--- config.mk ---
export PLATFORM = sky130hd
export DESIGN_NAME = three_axis_step_pulse_generator
export DESIGN_NICKNAME = d
export VERILOG_FILES = /design/src/sv/tasp_pkg.sv /design/src/sv/three_axis_step_pulse_generator.sv /design/src/sv/tasp_axis.sv
export SDC_FILE = /design/constraint.sdc
export NUM_CORES = 1
export LEC_CHECK = 0
export BUFFER_PORTS_ARGS = -buffer_cell sky130_fd_sc_hd__buf_2
export CORE_MARGIN = 4
export CORE_UTILIZATION = 28
export CTS_CLUSTER_SIZE = 12
export DETAILED_ROUTE_END_ITERATION = 12
export MAX_ROUTING_LAYER = met4
export PLACE_DENSITY = 0.45
export SLEW_MARGIN = 20
export SYNTH_ARGS = -nofsm -noshare
export SYNTH_HDL_FRONTEND = slang
export SYNTH_SLANG_ARGS = --single-unit
--- constraint.sdc ---
create_clock -name clk -period 6.07 [get_ports clk]
set_clock_uncertainty 0.05 [all_clocks]
set_input_delay 1.214 -clock clk [delete_from_list [all_inputs] [get_ports clk]]
set_output_delay 1.214 -clock clk [all_outputs]
set_load 0.005 [all_outputs]
--- src/sv/tasp_pkg.sv ---
`timescale 1ns / 1ps

package tasp_pkg;

  // Default sizing
  localparam int TASP_COUNT_WIDTH   = 24;
  localparam int TASP_POS_WIDTH     = 24;
  localparam int TASP_HOME_POSITION = 100000;

  // Fixed field widths
  localparam int OPCODE_W = 2;
  localparam int AXIS_W   = 2;
  localparam int NUM_AXES = 3;
  localparam int STOP_W   = 4;

  typedef enum logic [OPCODE_W-1:0] {
    OP_TICK  = 2'd0,
    OP_LOAD  = 2'd1,
    OP_RESET = 2'd2
  } opcode_t;

  typedef enum logic [AXIS_W-1:0] {
    AXIS_X = 2'd0,
    AXIS_Y = 2'd1,
    AXIS_Z = 2'd2
  } axis_sel_t;

  // Per-axis command for the transaction being applied this cycle
  typedef struct packed {
    logic tick;
    logic load;
    logic clear;
  } axis_ctrl_t;

  // Per-axis pin and status values after the transaction
  typedef struct packed {
    logic step_level;
    logic dir_pin;
    logic active;
    logic stepped;
  } axis_stat_t;

endpackage

--- src/sv/three_axis_step_pulse_generator.sv ---
`timescale 1ns / 1ps

// Three-axis step/direction pulse generator.
// Input channel (in_*): one transaction per item: tick, load move for one
// axis, or reset of all motion state. End stop levels are sampled on ticks.
// Result channel (out_*): exactly one result per input transaction, carrying
// step and direction pin levels, positions, active axes, the step-taken flag
// and the end stop flags as they stand after that item.
// An accepted item is held in the input register, then its result is
// registered in the result register once the result slot is free, and is
// held there until out_ready takes it.
// Throughput: one item per cycle while the receiver takes results; each axis
// updates its counters once per item through one pass of per-axis logic
// between the input register and the result register.
// Reset (rst_n low, synchronous): all axes idle, pins low, positions at
// HOME_POSITION, both channels empty.
// When the receiver stalls, the result is held and the pending input item
// waits in the input register; in_ready drops only while both are full.
module three_axis_step_pulse_generator import tasp_pkg::*; #(
  parameter int COUNT_WIDTH   = TASP_COUNT_WIDTH,
  parameter int POS_WIDTH     = TASP_POS_WIDTH,
  parameter int HOME_POSITION = TASP_HOME_POSITION
) (
  input  logic                        clk,
  input  logic                        rst_n,
  input  logic                        in_valid,
  output logic                        in_ready,
  input  logic [OPCODE_W-1:0]         in_opcode,
  input  logic [AXIS_W-1:0]           in_axis,
  input  logic [COUNT_WIDTH-1:0]      in_step_count,
  input  logic [COUNT_WIDTH-1:0]      in_period,
  input  logic                        in_direction,
  input  logic                        in_stop_left,
  input  logic                        in_stop_right,
  input  logic                        in_stop_far,
  input  logic                        in_stop_close,
  output logic                        out_valid,
  input  logic                        out_ready,
  output logic                        out_step_x,
  output logic                        out_step_y,
  output logic                        out_step_z,
  output logic                        out_dir_x,
  output logic                        out_dir_y,
  output logic                        out_dir_z,
  output logic signed [POS_WIDTH-1:0] out_pos_x,
  output logic signed [POS_WIDTH-1:0] out_pos_y,
  output logic signed [POS_WIDTH-1:0] out_pos_z,
  output logic [NUM_AXES-1:0]         out_active_axes,
  output logic                        out_step_taken,
  output logic [STOP_W-1:0]           out_stop_flags
);

  // Input register
  logic                   in_full_r;
  logic [OPCODE_W-1:0]    opcode_r;
  logic [AXIS_W-1:0]      axis_r;
  logic [COUNT_WIDTH-1:0] step_count_r;
  logic [COUNT_WIDTH-1:0] period_r;
  logic                   direction_r;
  logic [STOP_W-1:0]      stops_r;

  logic                   advance;
  logic                   in_fire;
  logic                   is_tick, is_load, is_clear;
  logic [STOP_W-1:0]      stop_status_r, stop_status_nxt;

  axis_ctrl_t             ctrl_x, ctrl_y, ctrl_z;
  axis_stat_t             stat_x, stat_y, stat_z;
  logic signed [POS_WIDTH-1:0] pos_x_nxt, pos_y_nxt, pos_z_nxt;

  // Result register
  logic                   out_valid_r;
  axis_stat_t             res_x_r, res_y_r, res_z_r;
  logic signed [POS_WIDTH-1:0] res_pos_x_r, res_pos_y_r, res_pos_z_r;
  logic                   res_taken_r;
  logic [STOP_W-1:0]      res_stops_r;

  // Handshake: process the held item whenever the result slot is free
  assign advance  = in_full_r && (!out_valid_r || out_ready);
  assign in_ready = !in_full_r || advance;
  assign in_fire  = in_valid && in_ready;

  always_ff @(posedge clk) begin
    if (!rst_n) begin
      in_full_r <= 1'b0;
    end else if (in_fire) begin
      in_full_r <= 1'b1;
    end else if (advance) begin
      in_full_r <= 1'b0;
    end
  end

  always_ff @(posedge clk) begin
    if (in_fire) begin
      opcode_r     <= in_opcode;
      axis_r       <= in_axis;
      step_count_r <= in_step_count;
      period_r     <= in_period;
      direction_r  <= in_direction;
      stops_r      <= {in_stop_close, in_stop_far, in_stop_right, in_stop_left};
    end
  end

  // Opcode decode
  always_comb begin
    is_tick  = 1'b0;
    is_load  = 1'b0;
    is_clear = 1'b0;
    unique case (opcode_r)
      OP_TICK:  is_tick  = advance;
      OP_LOAD:  is_load  = advance;
      OP_RESET: is_clear = advance;
      default:  ;
    endcase
  end

  // Per-axis commands; a load to an unknown axis reaches none
  always_comb begin
    ctrl_x = '{tick: is_tick, load: 1'b0, clear: is_clear};
    ctrl_y = '{tick: is_tick, load: 1'b0, clear: is_clear};
    ctrl_z = '{tick: is_tick, load: 1'b0, clear: is_clear};
    unique case (axis_r)
      AXIS_X:  ctrl_x.load = is_load;
      AXIS_Y:  ctrl_y.load = is_load;
      AXIS_Z:  ctrl_z.load = is_load;
      default: ;
    endcase
  end

  // End stop flags
  always_comb begin
    stop_status_nxt = stop_status_r;
    if (is_clear) begin
      stop_status_nxt = '0;
    end else if (is_tick) begin
      stop_status_nxt = stops_r;
    end
  end

  always_ff @(posedge clk) begin
    if (!rst_n) begin
      stop_status_r <= '0;
    end else begin
      stop_status_r <= stop_status_nxt;
    end
  end

  tasp_axis #(
    .COUNT_WIDTH  (COUNT_WIDTH),
    .POS_WIDTH    (POS_WIDTH),
    .HOME_POSITION(HOME_POSITION)
  ) u_axis_x (
    .clk        (clk),
    .rst_n      (rst_n),
    .ctrl       (ctrl_x),
    .stop_neg   (stops_r[0]),
    .stop_pos   (stops_r[1]),
    .load_count (step_count_r),
    .load_period(period_r),
    .load_dir   (direction_r),
    .stat_nxt   (stat_x),
    .pos_nxt    (pos_x_nxt)
  );

  tasp_axis #(
    .COUNT_WIDTH  (COUNT_WIDTH),
    .POS_WIDTH    (POS_WIDTH),
    .HOME_POSITION(HOME_POSITION)
  ) u_axis_y (
    .clk        (clk),
    .rst_n      (rst_n),
    .ctrl       (ctrl_y),
    .stop_neg   (stops_r[3]),
    .stop_pos   (stops_r[2]),
    .load_count (step_count_r),
    .load_period(period_r),
    .load_dir   (direction_r),
    .stat_nxt   (stat_y),
    .pos_nxt    (pos_y_nxt)
  );

  // Z has no end stops
  tasp_axis #(
    .COUNT_WIDTH  (COUNT_WIDTH),
    .POS_WIDTH    (POS_WIDTH),
    .HOME_POSITION(HOME_POSITION)
  ) u_axis_z (
    .clk        (clk),
    .rst_n      (rst_n),
    .ctrl       (ctrl_z),
    .stop_neg   (1'b0),
    .stop_pos   (1'b0),
    .load_count (step_count_r),
    .load_period(period_r),
    .load_dir   (direction_r),
    .stat_nxt   (stat_z),
    .pos_nxt    (pos_z_nxt)
  );

  // Result register
  always_ff @(posedge clk) begin
    if (!rst_n) begin
      out_valid_r <= 1'b0;
    end else if (advance) begin
      out_valid_r <= 1'b1;
    end else if (out_ready) begin
      out_valid_r <= 1'b0;
    end
  end

  always_ff @(posedge clk) begin
    if (advance) begin
      res_x_r     <= stat_x;
      res_y_r     <= stat_y;
      res_z_r     <= stat_z;
      res_pos_x_r <= pos_x_nxt;
      res_pos_y_r <= pos_y_nxt;
      res_pos_z_r <= pos_z_nxt;
      res_taken_r <= stat_x.stepped || stat_y.stepped || stat_z.stepped;
      res_stops_r <= stop_status_nxt;
    end
  end

  assign out_valid       = out_valid_r;
  assign out_step_x      = res_x_r.step_level;
  assign out_step_y      = res_y_r.step_level;
  assign out_step_z      = res_z_r.step_level;
  assign out_dir_x       = res_x_r.dir_pin;
  assign out_dir_y       = res_y_r.dir_pin;
  assign out_dir_z       = res_z_r.dir_pin;
  assign out_pos_x       = res_pos_x_r;
  assign out_pos_y       = res_pos_y_r;
  assign out_pos_z       = res_pos_z_r;
  assign out_active_axes = {res_z_r.active, res_y_r.active, res_x_r.active};
  assign out_step_taken  = res_taken_r;
  assign out_stop_flags  = res_stops_r;

`ifndef SYNTH
  // A step is only ever reported together with a running axis
  a_taken_active: assert property (@(posedge clk) disable iff (!rst_n)
    (out_valid_r && res_taken_r) |-> (out_active_axes != '0))
    else $error("step taken reported with no active axis");

  // Every processed item produces a result in the next cycle
  a_result_follows: assert property (@(posedge clk) disable iff (!rst_n)
    advance |=> out_valid_r)
    else $error("processed item produced no result");

  // A reset transaction leaves everything idle and flags clear
  a_clear_result: assert property (@(posedge clk) disable iff (!rst_n)
    is_clear |=> (out_active_axes == '0 && !res_taken_r && res_stops_r == '0))
    else $error("reset transaction result not idle");
`endif

endmodule

--- src/sv/tasp_axis.sv ---
`timescale 1ns / 1ps

module tasp_axis import tasp_pkg::*; #(
  parameter int COUNT_WIDTH   = TASP_COUNT_WIDTH,
  parameter int POS_WIDTH     = TASP_POS_WIDTH,
  parameter int HOME_POSITION = TASP_HOME_POSITION
) (
  input  logic                        clk,
  input  logic                        rst_n,
  input  axis_ctrl_t                  ctrl,
  input  logic                        stop_neg,
  input  logic                        stop_pos,
  input  logic [COUNT_WIDTH-1:0]      load_count,
  input  logic [COUNT_WIDTH-1:0]      load_period,
  input  logic                        load_dir,
  output axis_stat_t                  stat_nxt,
  output logic signed [POS_WIDTH-1:0] pos_nxt
);

  localparam logic signed [POS_WIDTH-1:0] POS_MAX  = {1'b0, {(POS_WIDTH-1){1'b1}}};
  localparam logic signed [POS_WIDTH-1:0] POS_MIN  = {1'b1, {(POS_WIDTH-1){1'b0}}};
  localparam logic signed [POS_WIDTH-1:0] POS_HOME = POS_WIDTH'(HOME_POSITION);
  localparam logic [POS_WIDTH-1:0]        POS_ONE  = POS_WIDTH'(1);
  localparam logic [COUNT_WIDTH-1:0]      CNT_ONE  = COUNT_WIDTH'(1);

  logic                        active_r, active_nxt;
  logic                        move_dir_r, move_dir_nxt;
  logic [COUNT_WIDTH-1:0]      reload_r, reload_nxt;
  logic [COUNT_WIDTH-1:0]      period_left_r, period_left_nxt;
  logic [COUNT_WIDTH-1:0]      steps_left_r, steps_left_nxt;
  logic                        step_level_r, step_level_nxt;
  logic                        dir_pin_r, dir_pin_nxt;
  logic signed [POS_WIDTH-1:0] pos_r, pos_nxt_w;
  logic                        stepped;
  logic                        stop_hit;

  // End stop lying in the direction of travel
  assign stop_hit = (stop_neg && !move_dir_r) || (stop_pos && move_dir_r);

  // Next state for one transaction
  always_comb begin
    active_nxt      = active_r;
    move_dir_nxt    = move_dir_r;
    reload_nxt      = reload_r;
    period_left_nxt = period_left_r;
    steps_left_nxt  = steps_left_r;
    step_level_nxt  = step_level_r;
    dir_pin_nxt     = dir_pin_r;
    pos_nxt_w       = pos_r;
    stepped         = 1'b0;
    if (ctrl.clear) begin
      active_nxt      = 1'b0;
      move_dir_nxt    = 1'b0;
      reload_nxt      = '0;
      period_left_nxt = '0;
      steps_left_nxt  = '0;
      step_level_nxt  = 1'b0;
      dir_pin_nxt     = 1'b0;
      pos_nxt_w       = POS_HOME;
    end else if (ctrl.load) begin
      active_nxt      = 1'b1;
      steps_left_nxt  = load_count;
      reload_nxt      = load_period;
      period_left_nxt = '0;
      move_dir_nxt    = load_dir;
    end else if (ctrl.tick) begin
      if (stop_hit) begin
        active_nxt     = 1'b0;
        steps_left_nxt = '0;
      end
      // out of steps: stop before stepping
      if (active_nxt && (steps_left_nxt == '0)) begin
        active_nxt      = 1'b0;
        period_left_nxt = '0;
      end
      if (active_nxt) begin
        if (period_left_nxt == '0) begin
          step_level_nxt  = 1'b1;
          period_left_nxt = reload_r;
          steps_left_nxt  = steps_left_nxt - CNT_ONE;
          stepped         = 1'b1;
          if (move_dir_r) begin
            if (pos_r != POS_MAX) pos_nxt_w = pos_r + POS_ONE;
          end else begin
            if (pos_r != POS_MIN) pos_nxt_w = pos_r - POS_ONE;
          end
        end else begin
          if (step_level_r) begin
            step_level_nxt = 1'b0;
            dir_pin_nxt    = move_dir_r;
          end
          period_left_nxt = period_left_nxt - CNT_ONE;
        end
      end
    end
  end

  // State registers
  always_ff @(posedge clk) begin
    if (!rst_n) begin
      active_r      <= 1'b0;
      move_dir_r    <= 1'b0;
      reload_r      <= '0;
      period_left_r <= '0;
      steps_left_r  <= '0;
      step_level_r  <= 1'b0;
      dir_pin_r     <= 1'b0;
      pos_r         <= POS_HOME;
    end else begin
      active_r      <= active_nxt;
      move_dir_r    <= move_dir_nxt;
      reload_r      <= reload_nxt;
      period_left_r <= period_left_nxt;
      steps_left_r  <= steps_left_nxt;
      step_level_r  <= step_level_nxt;
      dir_pin_r     <= dir_pin_nxt;
      pos_r         <= pos_nxt_w;
    end
  end

  assign stat_nxt = '{step_level: step_level_nxt, dir_pin: dir_pin_nxt,
                      active: active_nxt, stepped: stepped};
  assign pos_nxt  = pos_nxt_w;

`ifndef SYNTH
  // A step leaves the step pin high and the axis still running
  a_step_raises_pin: assert property (@(posedge clk) disable iff (!rst_n)
    stepped |=> (step_level_r && active_r))
    else $error("step taken without step pin high and axis active");

  // A load arms the axis with its period counter cleared
  a_load_arms: assert property (@(posedge clk) disable iff (!rst_n)
    (ctrl.load && !ctrl.clear) |=> (active_r && (period_left_r == '0)))
    else $error("load did not arm the axis");

  // A reset transaction restores home and halts the axis
  a_clear_home: assert property (@(posedge clk) disable iff (!rst_n)
    ctrl.clear |=> ((pos_r == POS_HOME) && !active_r && !step_level_r))
    else $error("reset transaction did not restore axis state");
`endif

endmodule
Yosys cells after proc, flatten, opt, wreduce, memory -nomap -nowiden
Cells that the tools add are included.
- add/subtract/negate cells: 12
- multipliers: 0
- div/mod/pow operators: 0
- order comparisons: 0
- eq/ne operators: 10
- shift operators: 0
- multiplexer cells: 154
- bitwise gates (word level): 1
- reductions and logical operators: 36
- operators with widths (kind ; count):
    $mux 24 ; 65
    $sub 24x1->24 const B ; 9
    $logic_not 24->1 ; 6
    $ne 24x24->1 const B ; 6
    $mux 1 ; 87
    $add 24x1->24 const B ; 3
    $reduce_bool 2->1 ; 5
    $logic_and 1x1->1 ; 9
    $reduce_or 3->1 ; 3
    $mux 4 ; 2
    $logic_or 1x1->1 ; 6
    $eq 2x1->1 const B ; 2
    $eq 2x2->1 const B ; 2
    $logic_not 1->1 ; 4
    $logic_not 2->1 ; 2
    $reduce_or 2->1 ; 1
    $not 1->1 ; 1
- bits in registers: 449
- latch bits: 0
- RAM bits: 0
- bits in read-only memories: 0
- input port bits: 61
- output and inout bits: 88
- logic and storage cells: 260
- memories kept: 0

Depth between registers and ports, before layout
Gate-level depths: netlist (run 1).
- depth in word-level cells: 21
- gate-level depth with buffers: 21
- gate-level depth less buffers: 14

Hierarchy
From an unflattened synthesis (run 1), not the netlist that was laid out.
- cell total of the unflattened synthesis: 2818
- area, all modules: 24469.7 um^2
- by module, submodules not included (module ; instances ; cells each ; area an instance (um^2) ; sequential area each (um^2)):
    tasp_axis at u_axis_y ; 1 ; 914 ; 6934.2 ; 2001.9
    tasp_axis at u_axis_z ; 1 ; 882 ; 6583.8 ; 2001.9
    tasp_axis at u_axis_x ; 1 ; 833 ; 6266.0 ; 2001.9
    three_axis_step_pulse_generator ; 1 ; 189 ; 4685.7 ; 4414.2

Worst setup path after synthesis (run 1)
No wires, ideal clock.
- path kind: register to register
- from: register u_axis_x.move_dir_r
- to: register res_pos_x_r[18] (netlist: out_pos_x[18]) (data pin)
- library setup time: 266 ps
- data arrival time: 5093 ps
- required time: 5754 ps
- setup slack: 661 ps
- cell stages (with the launch flop): 20
- buffers on the path: 5
- period minus slack after synthesis: 5409 ps
- path through: dfxtp_1 clkbuf_1 mux2i_1 clkbuf_1 buf_1 nand2_1 ha_1 or4b_2 or4_1 clkbuf_1 nand2_1 ha_1 clkinv_1 or4_1 or3_1 buf_6 a21o_2 or4b_1 xor2_1 nor2_1
- longest elaborated chain between the ends: 19
- elaborated cells between the ends (all ways): 29
- those cells by class: 22 x mux; 7 x reduce/logical
- RTL lines (what ; line ; RTL):
    start: declaration ; tasp_axis.sv:27 ; logic move_dir_r, move_dir_nxt;
    start signal: assignment ; tasp_axis.sv:111 ; move_dir_r <= move_dir_nxt;
    $logic_not 1->1 ; tasp_axis.sv:38 ; assign stop_hit = (stop_neg && !move_dir_r) || (stop_pos && move_dir_r);
    $logic_and 1x1->1 ; tasp_axis.sv:38 ;
    $logic_or 1x1->1 ; tasp_axis.sv:38 ;
    $mux 24 ; tasp_axis.sv:67 ; if (stop_hit) begin
    $mux 24 ; tasp_axis.sv:66 ; end else if (ctrl.tick) begin
    $mux 24 ; tasp_axis.sv:60 ; end else if (ctrl.load) begin
    $mux 24 ; tasp_axis.sv:51 ; if (ctrl.clear) begin
    $logic_not 24->1 ; tasp_axis.sv:72 ; if (active_nxt && (steps_left_nxt == '0)) begin
    (+4 left out) ; n/a ;
    $mux 24 ; tasp_axis.sv:51 ;
    $logic_not 24->1 ; tasp_axis.sv:77 ; if (period_left_nxt == '0) begin
    $mux 24 ; tasp_axis.sv:77 ;
    $mux 24 * ; tasp_axis.sv:76 ; if (active_nxt) begin
    $mux 24 * ; tasp_axis.sv:66 ;
    $mux 24 * ; tasp_axis.sv:60 ;
    $mux 24 * ; tasp_axis.sv:51 ;
    net pos_x_nxt[18] ; three_axis_step_pulse_generator.sv:69 ; logic signed [POS_WIDTH-1:0] pos_x_nxt, pos_y_nxt, pos_z_nxt;
    end signal: assignment ; three_axis_step_pulse_generator.sv:216 ; res_pos_x_r <= pos_x_nxt;
    end: declaration ; three_axis_step_pulse_generator.sv:74 ; logic signed [POS_WIDTH-1:0] res_pos_x_r, res_pos_y_r, res_pos_z_r;
The timed path passes the listed nets; every way through them passes the cells marked *. The select of a mux whose other input is x is not followed.
A chain may end at the register's enable or synchronous reset.

Worst setup path after layout (run 1)
- from: register stops_r[1]
- to: register u_axis_x.steps_left_r[15]
- longest elaborated chain between the ends: 17
- elaborated cells between the ends (all ways): 26
- those cells by class: 1 x add/sub; 20 x mux; 5 x reduce/logical
- RTL lines (what ; line ; RTL):
    start: declaration ; three_axis_step_pulse_generator.sv:60 ; logic [STOP_W-1:0] stops_r;
    start signal: assignment ; three_axis_step_pulse_generator.sv:100 ; stops_r <= {in_stop_close, in_stop_far, in_stop_right, in_stop_left};
    $logic_and 1x1->1 * ; tasp_axis.sv:38 ;
    $logic_or 1x1->1 * ; tasp_axis.sv:38 ;
    $mux 24 ; tasp_axis.sv:67 ;
    $mux 24 ; tasp_axis.sv:66 ;
    $mux 24 ; tasp_axis.sv:60 ;
    $mux 24 ; tasp_axis.sv:51 ;
    $logic_not 24->1 ; tasp_axis.sv:72 ;
    $logic_and 1x1->1 ; tasp_axis.sv:72 ;
    $mux 24 ; tasp_axis.sv:72 ;
    $mux 24 ; tasp_axis.sv:66 ;
    $mux 24 ; tasp_axis.sv:60 ;
    $mux 24 ; tasp_axis.sv:51 ;
    $logic_not 24->1 ; tasp_axis.sv:77 ;
    $mux 24 ; tasp_axis.sv:77 ;
    $mux 24 * ; tasp_axis.sv:76 ;
    $mux 24 * ; tasp_axis.sv:66 ;
    $mux 24 * ; tasp_axis.sv:60 ;
    end signal: assignment ; tasp_axis.sv:114 ; steps_left_r <= steps_left_nxt;
    end: declaration ; tasp_axis.sv:30 ; logic [COUNT_WIDTH-1:0] steps_left_r, steps_left_nxt;
Every way passes the cells marked *; elsewhere a longest branch is shown, timed or not. The select of a mux whose other input is x is not followed.

==> run summary, run 1 <==
The pin slew with the least headroom to its limit works out to 1.04 ns. The tools report the effective utilization at floorplan as 0.283. The run gives 0 as the count of final setup violators.

The die covers 84300 um^2. The aggregate global-route resource usage is 0.187, and the largest stage delay on the critical path is 0.78 ns. The tools report the total placed cells including tap cells as 3696. The run gives 0 as the number of nets still failing antenna checks after routing.

The fraction of final layout cells sized beyond drive strength 1 works out to 0.123. The mean instance size in the synthesized netlist is 8.53 um^2, and the number of distinct library cell variants in the gate-level netlist after synthesis is 88. The logs give 1 for the initial antenna violation count and 0.180 mV for the worst voltage drop across the vdd grid. In this run the static leakage power is 0.00907 uW. The run gives 449 as the number of sinks driven by the clock tree. The async set-or-reset flop fraction in the synthesized netlist is 0, and the final hold slack is 0.404 ns.

The netlist area before placement is 22300 um^2. At the end of routability-driven placement, the weighted congestion stood at 0.863. The final wirelength is 80000 um.

Combined buffer and inverter count along the critical path: 1. The die is 290 um tall. The die boundary width works out to 290 um.

The endpoint of the worst-slack reg-to-reg timing path is u_axis_x.steps_left_r[15]$_SDFFE_PP0P_. The logs give 19595 for the via count of the first global-routing pass and 126 for the largest net degree at the start of global routing. Setup repair after global routing left no endpoint under its margin. The tools report the count of final hold-check violations as 0. TritonCTS built the clock tree. The worst slew margin relative to its limit is 0.308. The register area share after synthesis is 0.467, and the count of buffers from port buffering is 148. The number of enable-type register cells in the synthesized netlist is 143. The critical path goes through mux2i_1 > nand2_1 > ha_1 > or4b_2 > or4_1 > nand2_1 > ha_1 > clkinv_1 > or4_1 > or3_1 > and2_2 > nor3_2 > o21ai_0 > a31oi_1.

Grouping stages by cell kind, the critical path spends the most delay in simple AND/OR/NAND/NOR gates. The total power of the final layout was 6980 uW. The later-pin clock latency in the skew report was 0.62 ns; the final cycle utilization of the critical path was 0.904.

The startpoint of the lowest-slack register-to-register path is stops_r[1]$_DFFE_PP_. The final cell count without fillers came out at 3794. STA classifies the critical path startpoint as a register.

Along the worst path, the maximum fanout reaches 11. The layout-stage area growth over the synthesis result is 16.7%, and the number of fillers in the final layout is 8312. The number of primary I/O pins was 149. The logs give 3 for the maximum buffer depth of the clock tree and 2 for the H-tree level count.

For this run, the top clock speed supported by timing is 0.182 GHz. In this run the power spent charging and discharging nets is 1590 uW. For this design the ratio of total power to cell area is 268 nW/um^2. The setup path with the least slack is of type register to register. The fraction of power spent switching nets works out to 0.228. Once the clock tree was built, the resizer swapped 0 gates to a different size.

After clock tree synthesis, the flow added hold-fix buffers numbering 0. The first global-routing pass estimated 122000 um of wire. Internal power: 5390 uW. The post-layout utilization of the core is 0.330, and the number of maximum-capacitance constraint violations is 0.

The main flop type after synthesis is dfxtp_1. The accumulated negative setup slack came out at 0 ns. The cell with the largest stage delay on the worst path is nor3_2. The slack of the worst reg-to-reg path is 0.58 ns. Summed over all nets, the half-perimeter wirelength after detailed placement is 56000 um.

After global routing the overflow that remains totals 0. The final layout contains 2781 nets. The cell count after synthesis was 2618. The final route contains 20657 vias. The worst min-delay path startpoint is u_axis_z.reload_r[5]$_SDFFE_PP0P_. For this block, the initial DRC count from the detailed router was 1887. In this run the post-CTS setup repair buffer count came out at 0. The cell sitting at the root of the clock tree is a clkbuf_16. The clock group share of total power is 0.504, and the average wire length per cell after detail routing is 21.1 um. The number of nets handed over by synthesis was 2697. The sequential share of power was 0.461; the signal arrival time at the worst endpoint was 5.97 ns.

The number of remaining DRC errors is 0, and the critical path data required time is 6.55 ns. In this run the core area contains 103 standard-cell rows. The classification of the worst-slack hold path is register to register. In this run, CTS created clock tree buffers numbering 54.

The flow ran to the end, and the final reports show no timing, DRC or antenna violations. The run gives 0.035 as the combinational share of power. Counting instances, the worst hold path has a depth of 2. Yosys printed 0 warnings. The clock period could shrink to 5.49 ns. The run gives 79000 um^2 as the core box area.

The first TritonRoute pass finished after 5 iterations. The number of slew-limit violations in the final report was 0; the clock-pin slew on the worst setup and hold paths was 0.06 ns. The worst hold path terminates at u_axis_z.reload_r[5]$_SDFFE_PP0P_. Counting flops and latches in the post-synthesis netlist gives 449. The post-detailed-route via-to-cell ratio was 5.44; the cell depth of the worst flop-to-flop path was 14.

STA classifies the critical path endpoint as a register.
[placed cells by master (no fill, tap or decap), types with 21 or more instances in the layout]
cell	instances
nand3_1	108
o22ai_1	42
edfxtp_1	143
buf_4	46
o31ai_1	21
xnor2_1	42
inv_1	29
o21ai_0	153
or3_1	34
nand4_1	56
a22oi_1	21
nor4_1	35
dfxtp_1	306
nor3_1	81
nand2_1	403
and3_1	46
buf_2	148
xor2_1	67
a31oi_1	30
o211ai_1	26
clkbuf_16	54
a21oi_1	210
nor2_1	244
or4_1	46
[state kept, by name, summed over array words and instances (netlist names), 24 cells and up]
register and cells:
out_pos_z 24, step_count_r 24, u_axis_y.period_left_r 24, period_r 24, u_axis_x.period_left_r 24, u_axis_x.reload_r 24
u_axis_y.pos_r 24, u_axis_z.pos_r 24, u_axis_y.steps_left_r 24, out_pos_y 24, out_pos_x 24, u_axis_z.period_left_r 24
u_axis_x.steps_left_r 24, u_axis_x.pos_r 24, u_axis_z.reload_r 24, u_axis_y.reload_r 24, u_axis_z.steps_left_r 24
[worst register-to-register path, cell delays in order, from the launching register on]
cell	delay, ns
edfxtp_1	0.37
mux2i_1	0.20
nand2_1	0.16
ha_1	0.26
or4b_2	0.68
or4_1	0.69
nand2_1	0.17
ha_1	0.18
clkinv_1	0.08
or4_1	0.49
or3_1	0.54
and2_2	0.34
nor3_2	0.79
o21ai_0	0.23
a31oi_1	0.21
[area by class of cell]
class                      count  area, um^2  share of cell area
inverter                      31         116             0.00447
tap                         1050        1310              0.0504
sequential                   449       10400               0.400
antenna                        1        2.50           0.0000960
clock buffer                  66        1430              0.0547
timing repair buffer         195        1110              0.0424
multi-input combinational   1971       11200               0.430
clock inverter                31         469              0.0180
[how the worst max path moves through the flow]
stage	from	to	slack, ns	cells after the start
2_1_floorplan	u_axis_x.move_dir_r$_SDFFE_PP0P_	out_pos_x[18]$_DFFE_PP_	0.66	19
3_3_place_gp	stops_r[1]$_DFFE_PP_	out_pos_x[20]$_DFFE_PP_	0.84	14
3_5_place_dp	stops_r[0]$_DFFE_PP_	out_pos_x[18]$_DFFE_PP_	0.69	14
4_1_cts	stops_r[0]$_DFFE_PP_	out_pos_x[18]$_DFFE_PP_	0.66	14
5_1_grt	stops_r[0]$_DFFE_PP_	out_pos_x[17]$_DFFE_PP_	0.26	14
6_report	stops_r[1]$_DFFE_PP_	u_axis_x.steps_left_r[15]$_SDFFE_PP0P_	0.58	14
[cells in the mapped netlist (11+ instances only)]
library cell  count  area (um^2)
a31oi_1          30          188
a21o_1           16          120
and2_1           16          100
xor2_1           67          587
a22oi_1          21          158
nor2_1          245          920
o22ai_1          42          263
a21oi_1         211         1060
edfxtp_1        143         4290
o211ai_1         26          195
nor3_1           85          425
mux2i_1          12          120
inv_1            29          109
nand2_1         403         1510
nand3_1         108          541
nand4_1          56          350
o31ai_1          22          165
or4_1            46          345
or2_2            19          119
or3_1            34          213
xnor2_1          42          368
clkbuf_1        150          563
ha_1             18          225
and4_1           11         96.3
dfxtp_1         306         6130
and3_1           46          288
nor4_1           37          231
a32oi_1          12          105
o21ai_0         153          766
[power groups by stage]
| stage | Sequential, uW | Clock (uW) | Combinational [uW] |
|---|---|---|---|
| finish | 3220 | 3510 | 245 |
| floorplan | 3240 | 0 | 127 |
| global placement | 3280 | 0 | 243 |
| detailed placement | 3280 | 0 | 245 |
| CTS | 3220 | 3620 | 246 |
| global route | 3220 | 3730 | 268 |
[layer usage]
layer  part of all wire  vias up  global-route usage
met5                  0        -                   -
met4              0.032        0              0.0590
met3              0.067      130              0.0333
met2               0.43      773               0.276
met1               0.47     9975               0.261
li1                   -     9779                   -
[cell families (layout without fill, tap and decap cells)]
kind of cell             Yosys count  in the layout  synth area share
multiplexers                      19             19           0.00891
AND/OR/NAND/NOR                 1175           1175             0.255
AO/OA/AOI/OAI                    650            650             0.181
flip-flops                       449            449             0.467
other                              0              1                 0
adder cells (fa/ha/maj)           18             18            0.0101
XOR/XNOR                         109            109            0.0428
buffers and inverters            198            323            0.0346
[through the flow]
stage          worst slack (ns)  instance area (um^2)
3_3_place_gp              0.839                 24200
6_report                  0.581                 26100
4_1_cts                   0.661                 26100
5_1_grt                   0.264                 26100
2_1_floorplan             0.661                 22300
3_5_place_dp              0.693                 24200
No activity file was read; power rests on OpenSTA's default activity.
==> inputs of run 2 (changes only) <==
--- a/config.mk
+++ b/config.mk
@@ -6,6 +6,7 @@
 export NUM_CORES = 1
 export LEC_CHECK = 0
 export BUFFER_PORTS_ARGS = -buffer_cell sky130_fd_sc_hd__buf_2
+export CORE_ASPECT_RATIO = 0.5
 export CORE_MARGIN = 4
 export CORE_UTILIZATION = 28
 export CTS_CLUSTER_SIZE = 12
==> run summary, run 2 (synthesis results as in run 1) <==
The leakage power summed over all cells came out at 0.00888 uW (was 0.00907 uW). The area enclosed by the die boundary is 84600 um^2 (was 84300 um^2). For the buffer count from post-CTS setup fixing, the log shows 0 (unchanged). The ratio of total power to cell area is 246 nW/um^2 (was 268 nW/um^2), and the number of fillers in the final layout is 8179 (was 8312).

The tools report the violation count after the first detailed-route iteration as 1703 (was 1887). The startpoint of the lowest-slack register-to-register path is u_axis_x.move_dir_r$_SDFFE_PP0P_ (was stops_r[1]$_DFFE_PP_). The number of primary I/O pins is 149 (unchanged), and the H-tree level count is 2 (unchanged). The average wire length per cell after detail routing is 20.8 um (was 21.1 um), and the number of buffers created by CTS is 47 (was 54).

TritonCTS built the clock tree. The maximum buffer depth of the clock tree came out at 3 (unchanged). The logs give 5.78 ns (was 5.97 ns) for the signal arrival time at the worst endpoint and 0.60 ns (was 0.62 ns) for the later-pin clock latency in the skew report. For the total of cells resized after clock tree synthesis, the log shows 0 (unchanged). The number of cells on the worst hold path came out at 2 (unchanged).

Kind of launch point of the worst setup path: a register (unchanged). The highest fanout seen on the critical path is 16 (was 11). The flow ran to the end, and the final reports show no timing, DRC or antenna violations. Worst voltage drop across the vdd grid: 0.192 mV (was 0.180 mV). Setup repair after global routing left no endpoint under its margin. The layout-stage area growth over the synthesis result came out at 14.7% (was 16.7%). The pin slew with the least headroom to its limit works out to 1.14 ns (was 1.04 ns).

The aggregate global-route resource usage was 0.183 (was 0.187); the maximum operating frequency was 0.181 GHz (was 0.182 GHz). The tools report the worst min-delay path startpoint as u_axis_z.reload_r[9]$_SDFFE_PP0P_ (was u_axis_z.reload_r[5]$_SDFFE_PP0P_). The tools report the launching instance or port of the critical path as u_axis_x.move_dir_r$_SDFFE_PP0P_ (was stops_r[1]$_DFFE_PP_). The tools report the worst slew margin relative to its limit as 0.230 (was 0.308). Buffer type at the clock tree root: clkbuf_16 (unchanged). The slack of the worst reg-to-reg path is 0.56 ns (was 0.58 ns). Classification of the worst-slack hold path: register to register (unchanged). Number of slew-limit violations in the final report: 0 (unchanged). The tools report the number of nets in the final layout as 2778 (was 2781). The vertical die dimension works out to 208 um (was 290 um). The final cycle utilization of the critical path is 0.908 (was 0.904), and the effective utilization at floorplan is 0.286 (was 0.283). Fraction of final layout cells sized beyond drive strength 1: 0.117 (was 0.123).

Most used cells in the layout excluding fill and tap cells: 403 x nand2_1, 306 x dfxtp_1, 244 x nor2_1, 210 x a21oi_1, 153 x o21ai_0 (unchanged). Classification of the worst setup path: register to register (unchanged). The number of sinks driven by the clock tree is 449 (unchanged), and the number of iterations in the first detailed-routing pass is 6 (was 5). The wire length of the first global-routing pass was 120000 um (was 122000 um).

The core box area was 78100 um^2 (was 79000 um^2); the count of buffers from port buffering was 148 (unchanged). The run gives 0 (unchanged) as the number of maximum-capacitance constraint violations. The post-detailed-route via-to-cell ratio is 5.40 (was 5.44), and the number of nets still failing antenna checks after routing is 0 (unchanged). The initial antenna violation count came out at 1 (unchanged). The total half-perimeter wirelength after legalization and detailed placement was 54500 um (was 56000 um); the count of final hold-check violations was 0 (unchanged).

The post-route minimum period is 5.51 ns (was 5.49 ns). The most frequent standard cell in the layout excluding fill and tap cells is nand2_1 (unchanged). The routed via count came out at 20361 (was 20657). The die boundary width works out to 407 um (was 290 um). Sum of overflow across all layers after global routing: 0 (unchanged). The tools report the final wirelength as 78500 um (was 80000 um).

The count of final setup violators was 0 (unchanged). Global placement routability congestion: 0.895 (was 0.863). The number of remaining DRC errors was 0 (unchanged); the clock-pin slew on the worst setup and hold paths was 0.06 ns (about the same). The logs give 71 (was 126) for the largest net degree at the start of global routing and 0.400 ns (was 0.404 ns) for the final hold slack.

The run gives 6.34 ns (was 6.55 ns) as the critical path data required time. Total power of the final layout: 6300 uW (was 6980 uW). The number of buffers added to fix hold violations after cts is 0 (unchanged), and the accumulated negative setup slack is 0 ns (unchanged). Via count of the first global-routing pass: 19248 (was 19595).

The cell depth of the worst flop-to-flop path was 15 (was 14). The row count came out at 72 (was 103). Element type at the critical path end: a register (unchanged).
run 2: cell type report:
class | count | area (um^2) | area share
timing repair buffer | 199 | 1120 | 0.0439
antenna | 1 | 2.50 | 0.0000977
clock inverter | 11 | 47.5 | 0.00186
sequential | 449 | 10400 | 0.407
multi-input combinational | 1971 | 11200 | 0.437
clock buffer | 75 | 1410 | 0.0549
tap | 1036 | 1300 | 0.0506
inverter | 31 | 116 | 0.00454
run 2: critical path, cell delays in order, from the launching register on:
cell and delay, ns:
dfxtp_1 0.32, mux2i_2 0.22, nand2_1 0.15, ha_1 0.26
or4b_2 0.68, or4_1 0.69, nand2_1 0.15, ha_1 0.15
clkinv_1 0.06, buf_4 0.16, or4_1 0.49, or3_1 0.54
a21oi_2 0.77, a32oi_1 0.20, a21oi_1 0.24, nor3_1 0.07
run 2: metrics by stage:
stage                     setup slack (ns)  instances   util  area, um^2
after global routing                 0.231       3772  0.328       25600
after floorplan                      0.661       2618      -       22300
after global placement               0.655       3686  0.309       24200
after detailed placement             0.615       3686  0.309       24200
final                                0.560       3773  0.328       25600
after CTS                            0.610       3772  0.328       25600
run 2: final timing paths:
| check | end |
|---|---|
| max | out_pos_x[1]$_DFFE_PP_ |
| min | u_axis_z.reload_r[9]$_SDFFE_PP0P_ |
| max reg2reg | out_pos_x[1]$_DFFE_PP_ |
| min reg2reg | u_axis_z.reload_r[9]$_SDFFE_PP0P_ |
run 2: routing by layer:
metal	wire [um]	track usage
met1	36800	0.246
met5	0	-
met2	35300	0.283
met4	2690	0.0621
met3	3730	0.0260
run 2: report_power, final:
group          switching [uW]  leakage (uW)  internal, uW  total (uW)
registers                62.1       0.00377          3150        3210
logic                     176       0.00440          67.0         243
clock network            1260      0.000709          1580        2840
